===== config.mk =====
export PLATFORM = sky130hd
export DESIGN_NAME = radix_converter_top_flat
export DESIGN_NICKNAME = d
export VERILOG_FILES = /design/src/sv/rc_pkg.sv /design/src/sv/rc_cfg_if.sv /design/src/sv/rc_in_if.sv /design/src/sv/rc_out_if.sv /design/src/sv/radix_converter_top.sv /design/src/flat_wrapper.sv
export SDC_FILE = /design/constraint.sdc
export NUM_CORES = 1
export LEC_CHECK = 0
export ABC_AREA = 1
export BUFFER_PORTS_ARGS = -buffer_cell sky130_fd_sc_hd__buf_4
export CAP_MARGIN = 20
export CELL_PAD_IN_SITES_DETAIL_PLACEMENT = 0
export CELL_PAD_IN_SITES_GLOBAL_PLACEMENT = 2
export CORE_ASPECT_RATIO = 1.1
export CORE_MARGIN = 5
export CORE_UTILIZATION = 40
export CTS_CLUSTER_DIAMETER = 60
export DETAILED_ROUTE_END_ITERATION = 7
export GPL_TIMING_DRIVEN = 0
export PLACE_DENSITY = 0.89
export SLEW_MARGIN = 20
export SYNTH_ARGS = -nofsm -noshare
export SYNTH_HDL_FRONTEND = slang
export SYNTH_SLANG_ARGS = --single-unit

===== constraint.sdc =====
create_clock -name clk -period 13.4 [get_ports clk]
set_input_delay 1.34 -clock clk [delete_from_list [all_inputs] [get_ports clk]]
set_output_delay 1.34 -clock clk [all_outputs]
set_load 0.01 [all_outputs]

===== src/sv/rc_pkg.sv =====
// Shared constants, microcode types and control store of the radix converter.
package rc_pkg;

    localparam int VALUE_W  = 40;
    localparam int DIGIT_W  = 4;
    localparam int RADIX_W  = 5;
    localparam int DEC_BASE = 10;
    localparam int MIN_RADIX = 2;
    localparam int DIV_STEP = 4;     // quotient bits per divider step
    localparam int PC_W     = 4;

    typedef enum logic [3:0] {
        OP_NOP,
        OP_ACCEPT,
        OP_DIV_RADIX,
        OP_DIV_DEC,
        OP_DIV_STEP,
        OP_PUSH_REM,
        OP_PUSH_ZERO,
        OP_MAC,
        OP_EMIT_DIGIT,
        OP_EMIT_VALUE
    } op_t;

    typedef enum logic [3:0] {
        C_NEVER,
        C_ALWAYS,
        C_NO_BEAT,
        C_MODE1,
        C_WORK_ZERO,
        C_DIV_MORE,
        C_MORE_DIGITS,
        C_DIGIT_PEND,
        C_OUT_BUSY
    } cond_t;

    typedef struct packed {
        op_t              op;
        cond_t            cond;
        logic [PC_W-1:0]  target;
    } ctrl_t;

    // Program addresses
    localparam logic [PC_W-1:0] PC_IDLE       = 4'd0;
    localparam logic [PC_W-1:0] PC_DISPATCH   = 4'd1;
    localparam logic [PC_W-1:0] PC_ZERO_CHK   = 4'd2;
    localparam logic [PC_W-1:0] PC_RDX_START  = 4'd3;
    localparam logic [PC_W-1:0] PC_RDX_LOOP   = 4'd4;
    localparam logic [PC_W-1:0] PC_RDX_PUSH   = 4'd5;
    localparam logic [PC_W-1:0] PC_EMIT_DIG   = 4'd6;
    localparam logic [PC_W-1:0] PC_DIG_DONE   = 4'd7;
    localparam logic [PC_W-1:0] PC_ZERO_PUSH  = 4'd8;
    localparam logic [PC_W-1:0] PC_DEC_START  = 4'd9;
    localparam logic [PC_W-1:0] PC_DEC_LOOP   = 4'd10;
    localparam logic [PC_W-1:0] PC_DEC_MAC    = 4'd11;
    localparam logic [PC_W-1:0] PC_EMIT_VAL   = 4'd12;
    localparam logic [PC_W-1:0] PC_VAL_DONE   = 4'd13;

    // Control store: branch to target when cond holds, else fall through.
    function automatic ctrl_t ucode(input logic [PC_W-1:0] pc);
        ctrl_t w;
        case (pc)
            PC_IDLE:      w = '{OP_ACCEPT,     C_NO_BEAT,     PC_IDLE};
            PC_DISPATCH:  w = '{OP_NOP,        C_MODE1,       PC_DEC_START};
            PC_ZERO_CHK:  w = '{OP_NOP,        C_WORK_ZERO,   PC_ZERO_PUSH};
            PC_RDX_START: w = '{OP_DIV_RADIX,  C_NEVER,       PC_IDLE};
            PC_RDX_LOOP:  w = '{OP_DIV_STEP,   C_DIV_MORE,    PC_RDX_LOOP};
            PC_RDX_PUSH:  w = '{OP_PUSH_REM,   C_MORE_DIGITS, PC_RDX_START};
            PC_EMIT_DIG:  w = '{OP_EMIT_DIGIT, C_DIGIT_PEND,  PC_EMIT_DIG};
            PC_DIG_DONE:  w = '{OP_NOP,        C_ALWAYS,      PC_IDLE};
            PC_ZERO_PUSH: w = '{OP_PUSH_ZERO,  C_ALWAYS,      PC_EMIT_DIG};
            PC_DEC_START: w = '{OP_DIV_DEC,    C_WORK_ZERO,   PC_EMIT_VAL};
            PC_DEC_LOOP:  w = '{OP_DIV_STEP,   C_DIV_MORE,    PC_DEC_LOOP};
            PC_DEC_MAC:   w = '{OP_MAC,        C_ALWAYS,      PC_DEC_START};
            PC_EMIT_VAL:  w = '{OP_EMIT_VALUE, C_OUT_BUSY,    PC_EMIT_VAL};
            PC_VAL_DONE:  w = '{OP_NOP,        C_ALWAYS,      PC_IDLE};
            default:      w = '{OP_NOP,        C_ALWAYS,      PC_IDLE};
        endcase
        return w;
    endfunction

endpackage


===== src/sv/rc_cfg_if.sv =====
// Configuration write channel carrying the radix register.
interface rc_cfg_if;
    logic       valid;
    logic       ready;
    logic [4:0] radix;

    modport source (output valid, output radix, input ready);
    modport sink   (input valid, input radix, output ready);
endinterface


===== src/sv/rc_in_if.sv =====
// Input channel: conversion mode and number.
interface rc_in_if #(
    parameter int NUMBER_W = 31
);
    logic                valid;
    logic                ready;
    logic                mode;
    logic [NUMBER_W-1:0] number;

    modport source (output valid, output mode, output number, input ready);
    modport sink   (input valid, input mode, input number, output ready);
endinterface


===== src/sv/rc_out_if.sv =====
// Result channel: digit, value and last marker.
interface rc_out_if;
    logic        valid;
    logic        ready;
    logic [3:0]  digit;
    logic [39:0] value;
    logic        last;

    modport source (output valid, output digit, output value, output last, input ready);
    modport sink   (input valid, input digit, input value, input last, output ready);
endinterface


===== src/sv/radix_converter_top.sv =====
// Radix converter: microcoded sequencer over a shared 4-bit-per-step divider.
//
// Channels: cfg writes the radix (always ready, clamped to 2..MAX_RADIX on use).
// req carries mode and number; rsp returns digit, value and last.
// Mode 0 emits the base-n digits of number, most significant first, one beat
// per digit with last on the final one; zero gives a single digit 0.
// Mode 1 reads the decimal digits of number as base-n digits and returns
// their value (mod 2^40) in a single beat with last set.
// Every digit costs one pass of the divider over CHUNKS = ceil(VALUE_BITS/4)
// dividend chunks, plus a setup step and a store step. The division loop
// sets the throughput; one item is converted at a time.
// A result stays in the output register while rsp.ready is low; the
// sequencer waits at its emit step and takes the next item once the last
// beat is loaded. Reset returns the sequencer to idle, radix to 2 and
// drops any pending result.
module radix_converter_top #(
    parameter int VALUE_BITS = 31,
    parameter int MAX_DIGITS = 31,
    parameter int MAX_RADIX  = 16
) (
    input  logic      clk,
    input  logic      rst_n,
    rc_cfg_if.sink    cfg,
    rc_in_if.sink     req,
    rc_out_if.source  rsp
);
    import rc_pkg::*;

    localparam int CHUNKS  = (VALUE_BITS + DIV_STEP - 1) / DIV_STEP;
    localparam int PW      = CHUNKS * DIV_STEP;
    localparam int CHUNK_W = $clog2(CHUNKS);
    localparam int DIV_W   = $clog2(MAX_RADIX + 1);
    localparam int CMP_W   = (DIV_W > RADIX_W) ? DIV_W : RADIX_W;
    localparam int CNT_W   = $clog2(MAX_DIGITS + 1);
    localparam int IDX_W   = $clog2(MAX_DIGITS);

    logic [PC_W-1:0]    pc_reg, pc_next;
    ctrl_t              ctrl;
    logic               take;
    logic [RADIX_W-1:0] radix_reg;
    logic               mode_reg;
    logic [PW-1:0]      work_reg;
    logic [DIV_W-1:0]   rem_reg;
    logic [DIV_W-1:0]   div_reg;
    logic [CHUNK_W-1:0] chunk_reg;
    logic [CNT_W-1:0]   cnt_reg;
    logic [CNT_W-1:0]   cnt_dec;
    logic [VALUE_W-1:0] acc_reg;
    logic [VALUE_W-1:0] weight_reg;
    logic [DIGIT_W-1:0] store [MAX_DIGITS];
    logic               out_valid_reg;
    logic [DIGIT_W-1:0] out_digit_reg;
    logic [VALUE_W-1:0] out_value_reg;
    logic               out_last_reg;

    logic [CMP_W-1:0]   radix_ext;
    logic [DIV_W-1:0]   base_eff;
    logic [PW-1:0]      q_work;
    logic [DIV_W-1:0]   q_rem;
    logic [VALUE_W+DIGIT_W-1:0] dprod;
    logic [VALUE_W+DIV_W-1:0]   wprod;
    logic               beat_in;
    logic               out_free;
    logic               emit_dig;
    logic               emit_val;

    assign ctrl     = ucode(pc_reg);
    assign beat_in  = req.valid && req.ready;
    assign out_free = !out_valid_reg || rsp.ready;
    assign emit_dig = (ctrl.op == OP_EMIT_DIGIT) && out_free;
    assign emit_val = (ctrl.op == OP_EMIT_VALUE) && out_free;
    assign cnt_dec  = cnt_reg - CNT_W'(1);

    assign cfg.ready = 1'b1;
    assign req.ready = (ctrl.op == OP_ACCEPT);
    assign rsp.valid = out_valid_reg;
    assign rsp.digit = out_digit_reg;
    assign rsp.value = out_value_reg;
    assign rsp.last  = out_last_reg;

    // Clamp the radix into 2..MAX_RADIX
    assign radix_ext = CMP_W'(radix_reg);
    always_comb
    begin
        if (radix_ext < CMP_W'(MIN_RADIX))
            base_eff = DIV_W'(MIN_RADIX);
        else if (radix_ext > CMP_W'(MAX_RADIX))
            base_eff = DIV_W'(MAX_RADIX);
        else
            base_eff = DIV_W'(radix_ext);
    end

    // One divider step: shift DIV_STEP dividend bits through the remainder,
    // quotient bits enter work from the bottom.
    always_comb
    begin
        logic [DIV_W:0] trial;
        q_work = work_reg;
        q_rem  = rem_reg;
        trial  = '0;
        for (int i = 0; i < DIV_STEP; i++)
        begin
            trial  = {q_rem, q_work[PW-1]};
            q_work = {q_work[PW-2:0], 1'b0};
            if (trial >= {1'b0, div_reg})
            begin
                trial     = trial - {1'b0, div_reg};
                q_work[0] = 1'b1;
            end
            q_rem = trial[DIV_W-1:0];
        end
    end

    // Place weight advances by the base, not by the decimal divisor
    assign dprod = rem_reg[DIGIT_W-1:0] * weight_reg;
    assign wprod = weight_reg * base_eff;

    always_comb
    begin
        case (ctrl.cond)
            C_NEVER:       take = 1'b0;
            C_ALWAYS:      take = 1'b1;
            C_NO_BEAT:     take = !req.valid;
            C_MODE1:       take = mode_reg;
            C_WORK_ZERO:   take = (work_reg == '0);
            C_DIV_MORE:    take = (chunk_reg != '0);
            C_MORE_DIGITS: take = (work_reg != '0) && (cnt_reg != CNT_W'(MAX_DIGITS - 1));
            C_DIGIT_PEND:  take = !out_free || (cnt_reg != CNT_W'(1));
            C_OUT_BUSY:    take = !out_free;
            default:       take = 1'b0;
        endcase
        pc_next = take ? ctrl.target : pc_reg + PC_W'(1);
    end

    // Sequencer and control state
    always_ff @(posedge clk or negedge rst_n)
    begin
        if (!rst_n)
        begin
            pc_reg        <= PC_IDLE;
            radix_reg     <= RADIX_W'(MIN_RADIX);
            cnt_reg       <= '0;
            chunk_reg     <= '0;
            out_valid_reg <= 1'b0;
        end
        else
        begin
            pc_reg <= pc_next;
            if (cfg.valid)
                radix_reg <= cfg.radix;
            if (emit_dig || emit_val)
                out_valid_reg <= 1'b1;
            else if (rsp.ready)
                out_valid_reg <= 1'b0;
            case (ctrl.op)
                OP_ACCEPT:     if (beat_in) cnt_reg <= '0;
                OP_DIV_RADIX,
                OP_DIV_DEC:    chunk_reg <= CHUNK_W'(CHUNKS - 1);
                OP_DIV_STEP:   chunk_reg <= chunk_reg - CHUNK_W'(1);
                OP_PUSH_REM,
                OP_PUSH_ZERO:  cnt_reg <= cnt_reg + CNT_W'(1);
                OP_EMIT_DIGIT: if (out_free) cnt_reg <= cnt_dec;
                default:       ;
            endcase
        end
    end

    // Datapath, digit memory and result payload
    always_ff @(posedge clk)
    begin
        case (ctrl.op)
            OP_ACCEPT:
            begin
                if (beat_in)
                begin
                    mode_reg   <= req.mode;
                    work_reg   <= PW'(VALUE_BITS'(req.number));
                    acc_reg    <= '0;
                    weight_reg <= VALUE_W'(1);
                end
            end
            OP_DIV_RADIX:
            begin
                rem_reg <= '0;
                div_reg <= base_eff;
            end
            OP_DIV_DEC:
            begin
                rem_reg <= '0;
                div_reg <= DIV_W'(DEC_BASE);
            end
            OP_DIV_STEP:
            begin
                work_reg <= q_work;
                rem_reg  <= q_rem;
            end
            OP_PUSH_REM:   store[cnt_reg[IDX_W-1:0]] <= rem_reg[DIGIT_W-1:0];
            OP_PUSH_ZERO:  store[cnt_reg[IDX_W-1:0]] <= '0;
            OP_MAC:
            begin
                acc_reg    <= acc_reg + dprod[VALUE_W-1:0];
                weight_reg <= wprod[VALUE_W-1:0];
            end
            OP_EMIT_DIGIT:
            begin
                if (out_free)
                begin
                    out_digit_reg <= store[cnt_dec[IDX_W-1:0]];
                    out_value_reg <= '0;
                    out_last_reg  <= (cnt_reg == CNT_W'(1));
                end
            end
            OP_EMIT_VALUE:
            begin
                if (out_free)
                begin
                    out_digit_reg <= '0;
                    out_value_reg <= acc_reg;
                    out_last_reg  <= 1'b1;
                end
            end
            default: ;
        endcase
    end

`ifndef NO_ASSERTIONS
    a_cnt_bound: assert property (@(posedge clk) disable iff (!rst_n)
        cnt_reg <= CNT_W'(MAX_DIGITS))
        else $error("digit count beyond store depth");

    a_rem_below_div: assert property (@(posedge clk) disable iff (!rst_n)
        (pc_reg == PC_RDX_LOOP || pc_reg == PC_DEC_LOOP) |-> rem_reg < div_reg)
        else $error("divider remainder not below divisor");

    a_one_item: assert property (@(posedge clk) disable iff (!rst_n)
        beat_in |=> !req.ready)
        else $error("second item taken before the first finished");

    a_value_last: assert property (@(posedge clk) disable iff (!rst_n)
        (rsp.valid && rsp.value != '0) |-> rsp.last)
        else $error("nonzero value on a digit beat that is not last");
`endif

endmodule

===== src/flat_wrapper.sv =====
// flat-port wrapper written by rule: the top's interface ports become plain ports
module radix_converter_top_flat import rc_pkg::*;
#(
    parameter int VALUE_BITS = 31,
    parameter int MAX_DIGITS = 31,
    parameter int MAX_RADIX  = 16
)
  (clk, rst_n, cfg_valid, cfg_radix, cfg_ready, req_valid, req_mode, req_number, req_ready, rsp_valid, rsp_digit, rsp_value, rsp_last, rsp_ready);
  rc_cfg_if cfg_i ();
  rc_in_if req_i ();
  rc_out_if rsp_i ();
  input  logic clk;
  input  logic rst_n;
  input wire logic [$bits(cfg_i.valid)-1:0] cfg_valid;
  input wire logic [$bits(cfg_i.radix)-1:0] cfg_radix;
  output wire logic [$bits(cfg_i.ready)-1:0] cfg_ready;
  input wire logic [$bits(req_i.valid)-1:0] req_valid;
  input wire logic [$bits(req_i.mode)-1:0] req_mode;
  input wire logic [$bits(req_i.number)-1:0] req_number;
  output wire logic [$bits(req_i.ready)-1:0] req_ready;
  output wire logic [$bits(rsp_i.valid)-1:0] rsp_valid;
  output wire logic [$bits(rsp_i.digit)-1:0] rsp_digit;
  output wire logic [$bits(rsp_i.value)-1:0] rsp_value;
  output wire logic [$bits(rsp_i.last)-1:0] rsp_last;
  input wire logic [$bits(rsp_i.ready)-1:0] rsp_ready;
  assign cfg_i.valid = cfg_valid;
  assign cfg_i.radix = cfg_radix;
  assign cfg_ready = cfg_i.ready;
  assign req_i.valid = req_valid;
  assign req_i.mode = req_mode;
  assign req_i.number = req_number;
  assign req_ready = req_i.ready;
  assign rsp_valid = rsp_i.valid;
  assign rsp_digit = rsp_i.digit;
  assign rsp_value = rsp_i.value;
  assign rsp_last = rsp_i.last;
  assign rsp_i.ready = rsp_ready;
  radix_converter_top #(.VALUE_BITS(VALUE_BITS), .MAX_DIGITS(MAX_DIGITS), .MAX_RADIX(MAX_RADIX)) u_core (.clk(clk), .rst_n(rst_n), .cfg(cfg_i), .req(req_i), .rsp(rsp_i));
endmodule

==> flow_summary_export.csv, run 1 <==
group,metric,value,unit
die,pin_count,90,
clock_tree,clk_pin_slew,0.06,ns
global_route,grt_overflow,0,
placed_design,place_inst,4039,
synthesis,synth_top_area_share,33.9,%
synthesis,yosys.cell_types.count,61,
synthesis,async_flop_share,5.81,%
synthesis,ys.flop_type,"edfxtp_1",
final_layout,drive_gt1_share,8.82,%
die,die_area,69900,um2
sta,fin_skew,0.0376,ns
synthesis,seq_area_frac_synth,35.6,%
drt,first_pass_iters,5,
final_layout,largest_register_ffs,124,
placed_design,placed_area,27800,um2
clock_tree,numCtsBuffers,44,
synthesis,ys_ff_latch,310,
drt,ant_nets,0,
sta,setup_viol,0,
clock_tree,cts-resized-gates,0,
global_route,grt_pass1_wl,120,mm
drt,wirelength,76.7,mm
status,status,"finished, final reports clean",
final_layout,area_delta_synth_final,13.0,%
clock_tree,cts_tree,"built",
placed_design,port_buffers,87,
sta,clock.fmax,157,MHz
setup_path,reg2reg_depth,32,
setup_path,crit_type,"reg -> reg",
job,maxCapViolations,0,
min_path,hp-start,"u_core.radix_ext[1]",
clock_tree,htreeDepth,2,
synthesis,yosysTopAreaCell,"edfxtp_1",
setup_path,path_delay_family,"adder cells",
sta,fin_crit,6.37,ns
synthesis,synth_edf_count,292,
global_route,antenna_found_initial,1,
global_route,groute.usage.overall,21.7,%
sta,hold_viol_final,0,
setup_path,cp_data_arrival_time,6.72,ns
clock_tree,cts_setup_buffers,0,
synthesis,netlist_instances,3106,
die,die_h,277,um
clock_tree,ctsRootBufferMaster,"clkbuf_16",
die,core,64000,um2
synthesis,synthTopCellsByArea,"edfxtp_1 (34%), fa_1 (17%), nand2_1 (10%)",
die,num_rows,97,
final_layout,postLayoutCellArea,29200,um2
sta,rsz0062_at_grt,"no",
sta,hold_ws,0.501,ns
die,fp.dieW,253,um
clock_tree,cts.sinks,310,
placed_design,hpwl,60.3,mm
sta,fin_tns_setup,0,ns
drt,wl_per_cell,18.6,um
die,initial_core_util,40.5,%
synthesis,syn_avg_cell_area,8.34,um2
drt,drc_errors,0,
setup_path,cp_num_buf_inv,6,
setup_path,max_stage_delay,0.52,ns
placed_design,gp_congestion,0.925,
sta,tightestPinTransition,0.882,ns
synthesis,ys_warn_count,0,
final_layout,layout.nets,3625,
global_route,grt_max_degree,42,
final_layout,antenna_cells,0,
clock_tree,cts_buffer_depth,3,
setup_path,crit_slowest_cell,"fa_1",
sta,drv_slew,0,
clock_tree,clk_latency,0.59,ns
setup_path,cp_max_fo,8,
synthesis,synth.most_common_cell,"nand2_1",
sta,fin_crit_sh,47.6,%
setup_path,worst_setup_path_start_kind,"flip-flop",
setup_path,path_depth,32,
setup_path,required,13.74,ns
drt,vias_per_cell,5.11,
clock_tree,hold_buffers,0,
min_path,min_path_cells,2,
drt,drt_iter0_drc,1333,
synthesis,synthTopCellsByCount,"nand2_1 (699), inv_1 (496), nor2_1 (452)",
global_route,grt_pass1_vias,21700,
setup_path,rr_startpoint,"u_core.div_reg[1]",
setup_path,crit_start,"u_core.div_reg[1]",
setup_path,cp-end-kind,"flip-flop",
drt,dr_total_vias,21100,
min_path,min_path_type,"reg -> reg",
final_layout,finalNonFillerCells,4118,
synthesis,syn_area,25900,um2
sta,relSlewSlack,41.2,%
synthesis,synth_nets,3487,
==> metrics by stage <==
step	utilization, %	worst slack (ns)
after floorplan	-	7.91
after global placement	43.1	7.09
after detailed placement	43.4	7.02
after CTS	45.7	7.01
after global routing	45.7	6.39
final	45.7	7.03
==> tightest hold or removal path, delay by kind of cell, from the launching register on <==
family / cells / cell delay, ns
compound gates: 1 / 0.07
flops: 1 / 0.37
buf+inv: 1 / 0.06
==> final timing paths <==
kind	slack, ns	endpoint
setup / recovery	7.03	u_core.work_reg[0]
hold / removal	0.50	u_core.radix_ext[1]
setup reg to reg	7.03	u_core.work_reg[0]
hold reg to reg	0.50	u_core.radix_ext[1]
max in group asynchronous	12.49	u_core.radix_ext[1]
min in group asynchronous	0.62	u_core.cnt_reg[2]
==> cells by family after synthesis <==
group                      after synthesis  synth area share [%]
other                                    1                0.0145
DFF                                    310                  35.6
AOI/OAI and AO/OA                      485                  10.4
adders and majority gates              339                  22.8
xor gates and xnor gates                31                  1.08
and+or+nand+nor                       1314                  20.6
buffers and inverters                  626                  9.56
==> layout by cell type, fill, tap and decap left out, types with 29 or more instances in the layout <==
cell       count
o21ai_0      208
a21oi_1      166
nor2_1       447
clkbuf_2      29
ha_1         118
buf_4         92
clkbuf_1      52
clkbuf_16     44
fa_1         221
nand3_1       86
nand2_1      697
inv_1        496
edfxtp_1     292
==> cell type report <==
class                   instances  area [um2]
fillers                      6329       34700
multi-input cells            2170       14200
flip-flops and latches        310        9220
inverters                     513        1930
clock buffers                  50        1120
well taps                     841        1050
repair buffers                 92         783
plain buffers                 113         548
clock inverters                29         349
==> layer usage <==
metal,GRT usage (%),wire length (um),vias to the layer above
li1,-,-,10200
met1,28.9,33500,10200
met2,37.3,37100,523
met3,2.81,3690,125
met4,6.43,2430,0
met5,0,0,-
Power of run 1 is left out: the tool's default activity adds up to more than one toggle a clock period on the data nets, which glitch-free logic cannot reach.
==> run 2: changes to the inputs <==
--- a/config.mk
+++ b/config.mk
@@ -12,11 +12,11 @@
 export CELL_PAD_IN_SITES_GLOBAL_PLACEMENT = 2
 export CORE_ASPECT_RATIO = 1.1
 export CORE_MARGIN = 5
-export CORE_UTILIZATION = 40
+export CORE_UTILIZATION = 36
 export CTS_CLUSTER_DIAMETER = 60
 export DETAILED_ROUTE_END_ITERATION = 7
 export GPL_TIMING_DRIVEN = 0
-export PLACE_DENSITY = 0.89
+export PLACE_DENSITY = 0.85
 export SLEW_MARGIN = 20
 export SYNTH_ARGS = -nofsm -noshare
 export SYNTH_HDL_FRONTEND = slang
==> constraint.sdc (replaced) <==
create_clock -name clk -period 5.6 [get_ports clk]
set_input_delay 0.56 -clock clk [delete_from_list [all_inputs] [get_ports clk]]
set_output_delay 0.56 -clock clk [all_outputs]
set_load 0.01 [all_outputs]
==> flow_summary_export.csv, run 2 (synthesis results as in run 1) <==
group,metric,value,unit
setup_path,ff2ff_setup_slack,0.18,ns
status,status,"finished, final reports clean",
sta,relSlewSlack,43.7,%
job,maxCapViolations,0,
clock_tree,clk_latency,0.58,ns
die,initial_core_util,36.2,%
final_layout,drive_gt1_share,11.7,%
die,die_h,291,um
global_route,antenna_found_initial,1,
setup_path,cp_data_arrival_time,5.85,ns
die,core,71500,um2
setup_path,worstReg2RegEnd,"u_core.rem_reg[3]",
clock_tree,cts.sinks,310,
clock_tree,cts_buffer_depth,3,
placed_design,hpwl,62.2,mm
drt,drc_errors,0,
global_route,grt_overflow,0,
min_path,min_path_cells,1,
global_route,groute.usage.overall,20.2,%
sta,postLayoutSetupSlackWorst,0.181,ns
global_route,grt_pass1_vias,22000,
final_layout,mostFrequentLayoutCells,"nand2_1 (690), inv_1 (487), nor2_1 (444), edfxtp_1 (292), fa_1 (217)",
sta,setup_viol,0,
die,fp.dieW,266,um
drt,wirelength,78.8,mm
setup_path,crit_top_cell,"nand2_1",
min_path,hp-start,"req_mode",
sta,clock.fmax,185,MHz
setup_path,crit_slowest_cell,"fa_2",
setup_path,reg2reg_depth,34,
final_layout,fin_util,41.8,%
final_layout,postLayoutCellArea,29900,um2
drt,wl_per_cell,18.5,um
clock_tree,htreeDepth,2,
die,die_area,77400,um2
drt,drt_iter0_drc,1498,
sta,fin_crit_sh,96.8,%
final_layout,antenna_cells,0,
placed_design,gp_congestion,0.910,
clock_tree,ctsRootBufferMaster,"clkbuf_16",
sta,drv_slew,0,
sta,fin_skew,0.0240,ns
final_layout,largest_register_ffs,124,
sta,tightestPinTransition,0.836,ns
drt,dr_total_vias,21300,
setup_path,rr_startpoint,"u_core.div_reg[1]",
min_path,hold_path_end,"u_core.mode_reg",
min_path,min_path_type,"in -> reg",
global_route,grt_max_degree,42,
setup_path,path_delay_family,"simple AND/OR/NAND/NOR gates",
placed_design,placed_area,27900,um2
drt,first_pass_iters,8,
final_layout,final_common_cell,"nand2_1",
setup_path,crit_type,"reg -> reg",
clock_tree,numCtsBuffers,41,
final_layout,area_delta_synth_final,15.4,%
setup_path,max_stage_delay,0.40,ns
setup_path,cp_num_buf_inv,7,
drt,vias_per_cell,5.00,
setup_path,cp_max_fo,8,
final_layout,layout.nets,3662,
setup_path,required,6.03,ns
placed_design,dp_slack,-0.823,ns
clock_tree,clk_pin_slew,0.06,ns
sta,rsz0062_at_grt,"yes",
setup_path,cp-end-kind,"flip-flop",
clock_tree,cts_tree,"built",
placed_design,port_buffers,87,
sta,hold_viol_final,0,
die,pin_count,90,
drt,ant_nets,0,
setup_path,worst_setup_path_start_kind,"flip-flop",
sta,fin_crit,5.42,ns
setup_path,crit_start,"u_core.div_reg[1]",
die,num_rows,103,
global_route,grt_pass1_wl,124,mm
[run 2: cell count changes in the layout (fill, tap and decap cells not counted), moves of 7 or more]
cell,before,now
a21oi_2,1,8
ha_4,0,7
clkbuf_2,29,40
inv_1,496,487
nand2_1,697,690
clkbuf_1,52,37
buf_4,92,130
a21oi_1,166,159
o21ai_0,208,201
ha_1,118,111
[run 2: through the flow]
step                      hold slack (ns)  cells  setup TNS, ns
after floorplan                     0.264   3106              0
after global placement              0.457   4138         -27.66
after detailed placement            0.459   4144          -5.90
after CTS                           0.150   4247              0
after global routing                0.150   4259         -0.145
final                               0.177   4259              0
[run 2: layer usage]
metal	up-vias	wire length [um]	global-route usage, %	share of wire (%)
met5	-	0	0	0
met4	0	1970	4.72	2.5
met3	119	3710	2.58	4.7
met2	542	39900	36.5	51
met1	10400	33300	25.7	42
li1	10300	-	-	-
[run 2: repair_timing]
action	CTS	global route
setup buffers	26	15
hold buffers	1	0
pin swaps	16	26
gates resized for setup	36	51
hold endpoints to repair	17	0
setup endpoints to repair	17	33
[run 2: worst max-delay path by stage]
stage	end	slack, ns	depth (start not counted)
2_1_floorplan	u_core.work_reg[0]	0.11	32
3_3_place_gp	u_core.work_reg[0]	-0.79	32
3_5_place_dp	u_core.rem_reg[0]	-0.82	33
4_1_cts	u_core.work_reg[0]	0.005	34
5_1_grt	u_core.rem_reg[3]	-0.06	34
6_report	u_core.rem_reg[3]	0.18	34
[run 2: final cells by class]
cell class | instances | area [um2]
Timing Repair Buffer | 135 | 1110
Clock inverter | 30 | 358
Fill cell | 7231 | 41600
Inverter | 513 | 1940
Multi-Input combinational cell | 2170 | 14500
Sequential cell | 310 | 9220
Clock buffer | 46 | 1040
Buffer | 110 | 551
Tap cell | 945 | 1180
Power of run 2 is left out for the same reason.
==> run 3: changes to the inputs <==
--- a/config.mk
+++ b/config.mk
@@ -16,6 +16,7 @@
 export CTS_CLUSTER_DIAMETER = 60
 export DETAILED_ROUTE_END_ITERATION = 7
 export GPL_TIMING_DRIVEN = 0
+export MAX_ROUTING_LAYER = met4
 export PLACE_DENSITY = 0.85
 export SLEW_MARGIN = 20
 export SYNTH_ARGS = -nofsm -noshare
==> flow_summary_export.csv, run 3 (synthesis results as in run 1) <==
group,metric,value,unit
status,status,"finished, final reports clean",
final_layout,antenna_cells,0,
sta,fin_crit,5.36,ns
sta,hold_ws,0.165,ns
clock_tree,numCtsBuffers,41,
clock_tree,ctsRootBufferMaster,"clkbuf_16",
global_route,grt_max_degree,43,
placed_design,gp_congestion,0.910,
sta,clock.fmax,187,MHz
final_layout,drive_gt1_share,11.4,%
drt,wirelength,78.7,mm
setup_path,required,5.93,ns
drt,first_pass_iters,6,
drt,wl_per_cell,18.5,um
sta,tightestPinTransition,0.877,ns
die,pin_count,90,
global_route,groute.usage.overall,20.6,%
die,fp.dieW,266,um
clock_tree,htreeDepth,2,
sta,relSlewSlack,40.9,%
sta,fin_tns_setup,0,ns
die,core,71500,um2
placed_design,place_inst,4144,
final_layout,final_common_cell,"nand2_1",
clock_tree,cts.sinks,310,
sta,fin_crit_sh,95.7,%
final_layout,postLayoutCellArea,29900,um2
placed_design,hpwl,62.3,mm
setup_path,cp_data_arrival_time,5.69,ns
sta,fin_skew,0.0216,ns
clock_tree,clk_pin_slew,0.06,ns
setup_path,crit_slowest_cell,"edfxtp_1",
setup_path,max_stage_delay,0.42,ns
setup_path,crit_type,"reg -> reg",
drt,vias_per_cell,5.01,
final_layout,largest_register_ffs,124,
clock_tree,clk_latency,0.59,ns
die,num_rows,103,
global_route,grt_pass1_wl,123,mm
die,die_area,77400,um2
sta,hold_viol_final,0,
setup_path,worst_setup_path_start_kind,"flip-flop",
sta,setup_viol,0,
drt,drc_errors,0,
final_layout,area_delta_synth_final,15.6,%
placed_design,port_buffers,87,
placed_design,placed_area,27900,um2
global_route,antenna_found_initial,0,
setup_path,cp_max_fo,8,
drt,ant_nets,0,
drt,dr_total_vias,21300,
job,maxCapViolations,0,
final_layout,layout.nets,3661,
sta,drv_slew,0,
die,die_h,291,um
global_route,grt_pass1_vias,21800,
drt,drt_iter0_drc,1395,
die,initial_core_util,36.2,%
global_route,grt_overflow,0,
min_path,min_path_type,"in -> reg",
final_layout,mostFrequentLayoutCells,"nand2_1 (689), inv_1 (490), nor2_1 (447), edfxtp_1 (292), fa_1 (217)",
final_layout,finalNonFillerCells,4257,
setup_path,cp-end-kind,"flip-flop",
clock_tree,cts_tree,"built",
clock_tree,cts_buffer_depth,3,
## run 3: cell count changes in the layout (fill, tap and decap cells not counted), moves of 3 or more
cell and change:
buf_4 -5, a21oi_2 -3, clkbuf_8 +3, inv_1 +3, clkbuf_1 +7, clkinv_1 -4
clkinv_2 -4, nor2_1 +3
## run 3: final cells by class
class                      count  area (um2)
buffer                       113         563
timing repair buffer         131        1090
fill                        7196       41600
clock buffer                  54        1100
sequential                   310        9220
clock inverter                21         362
tap                          945        1180
inverter                     513        1940
multi-input combinational   2170       14500
## run 3: metal layers
layer  GRT usage, %  share of wire [%]  vias to the layer above
met4           5.04                2.5                        0
met1           25.9                 42                    10400
met5              -                  0                        -
li1               -                  -                    10300
met3           2.45                4.8                      121
met2           35.8                 51                      510
## run 3: worst paths after layout
kind | slack (ns) | start | to | cells after the start
setup / recovery | 0.24 | u_core.work_reg[31] | u_core.work_reg[0] | 35
hold / removal | 0.16 | req_mode | u_core.mode_reg | 1
setup reg to reg | 0.24 | u_core.work_reg[31] | u_core.work_reg[0] | 35
hold reg to reg | 0.49 | u_core.chunk_reg[0] | u_core.chunk_reg[0] | 1
max in group asynchronous | 4.89 | rst_n | u_core.radix_ext[1] | 2
min in group asynchronous | 0.41 | rst_n | u_core.cnt_reg[2] | 2
## run 3: metrics by stage
step	setup slack [ns]	util (%)
global route	-0.0928	41.9
detailed placement	-0.804	39.0
global placement	-0.800	38.8
floorplan	0.111	-
CTS	-0.0155	41.4
finish	0.242	41.9
## run 3: worst max-delay path, delay by kind of cell, from the launching register on
family	cells	cell delay, ns
AOI/OAI and AO/OA	7	1.01
adders and majority gates	5	1.33
buffers and inverters	8	0.75
DFF	1	0.42
and+or+nand+nor	15	1.60
## run 3: timing repair
action,4_1_cts,5_1_grt
pin swaps,21,23
hold buffers,1,0
buffers inserted,17,20
gates resized for setup,32,51
setup endpoints to repair,18,35
endpoints found under the hold margin,17,0
Power of run 3 is left out for the same reason.
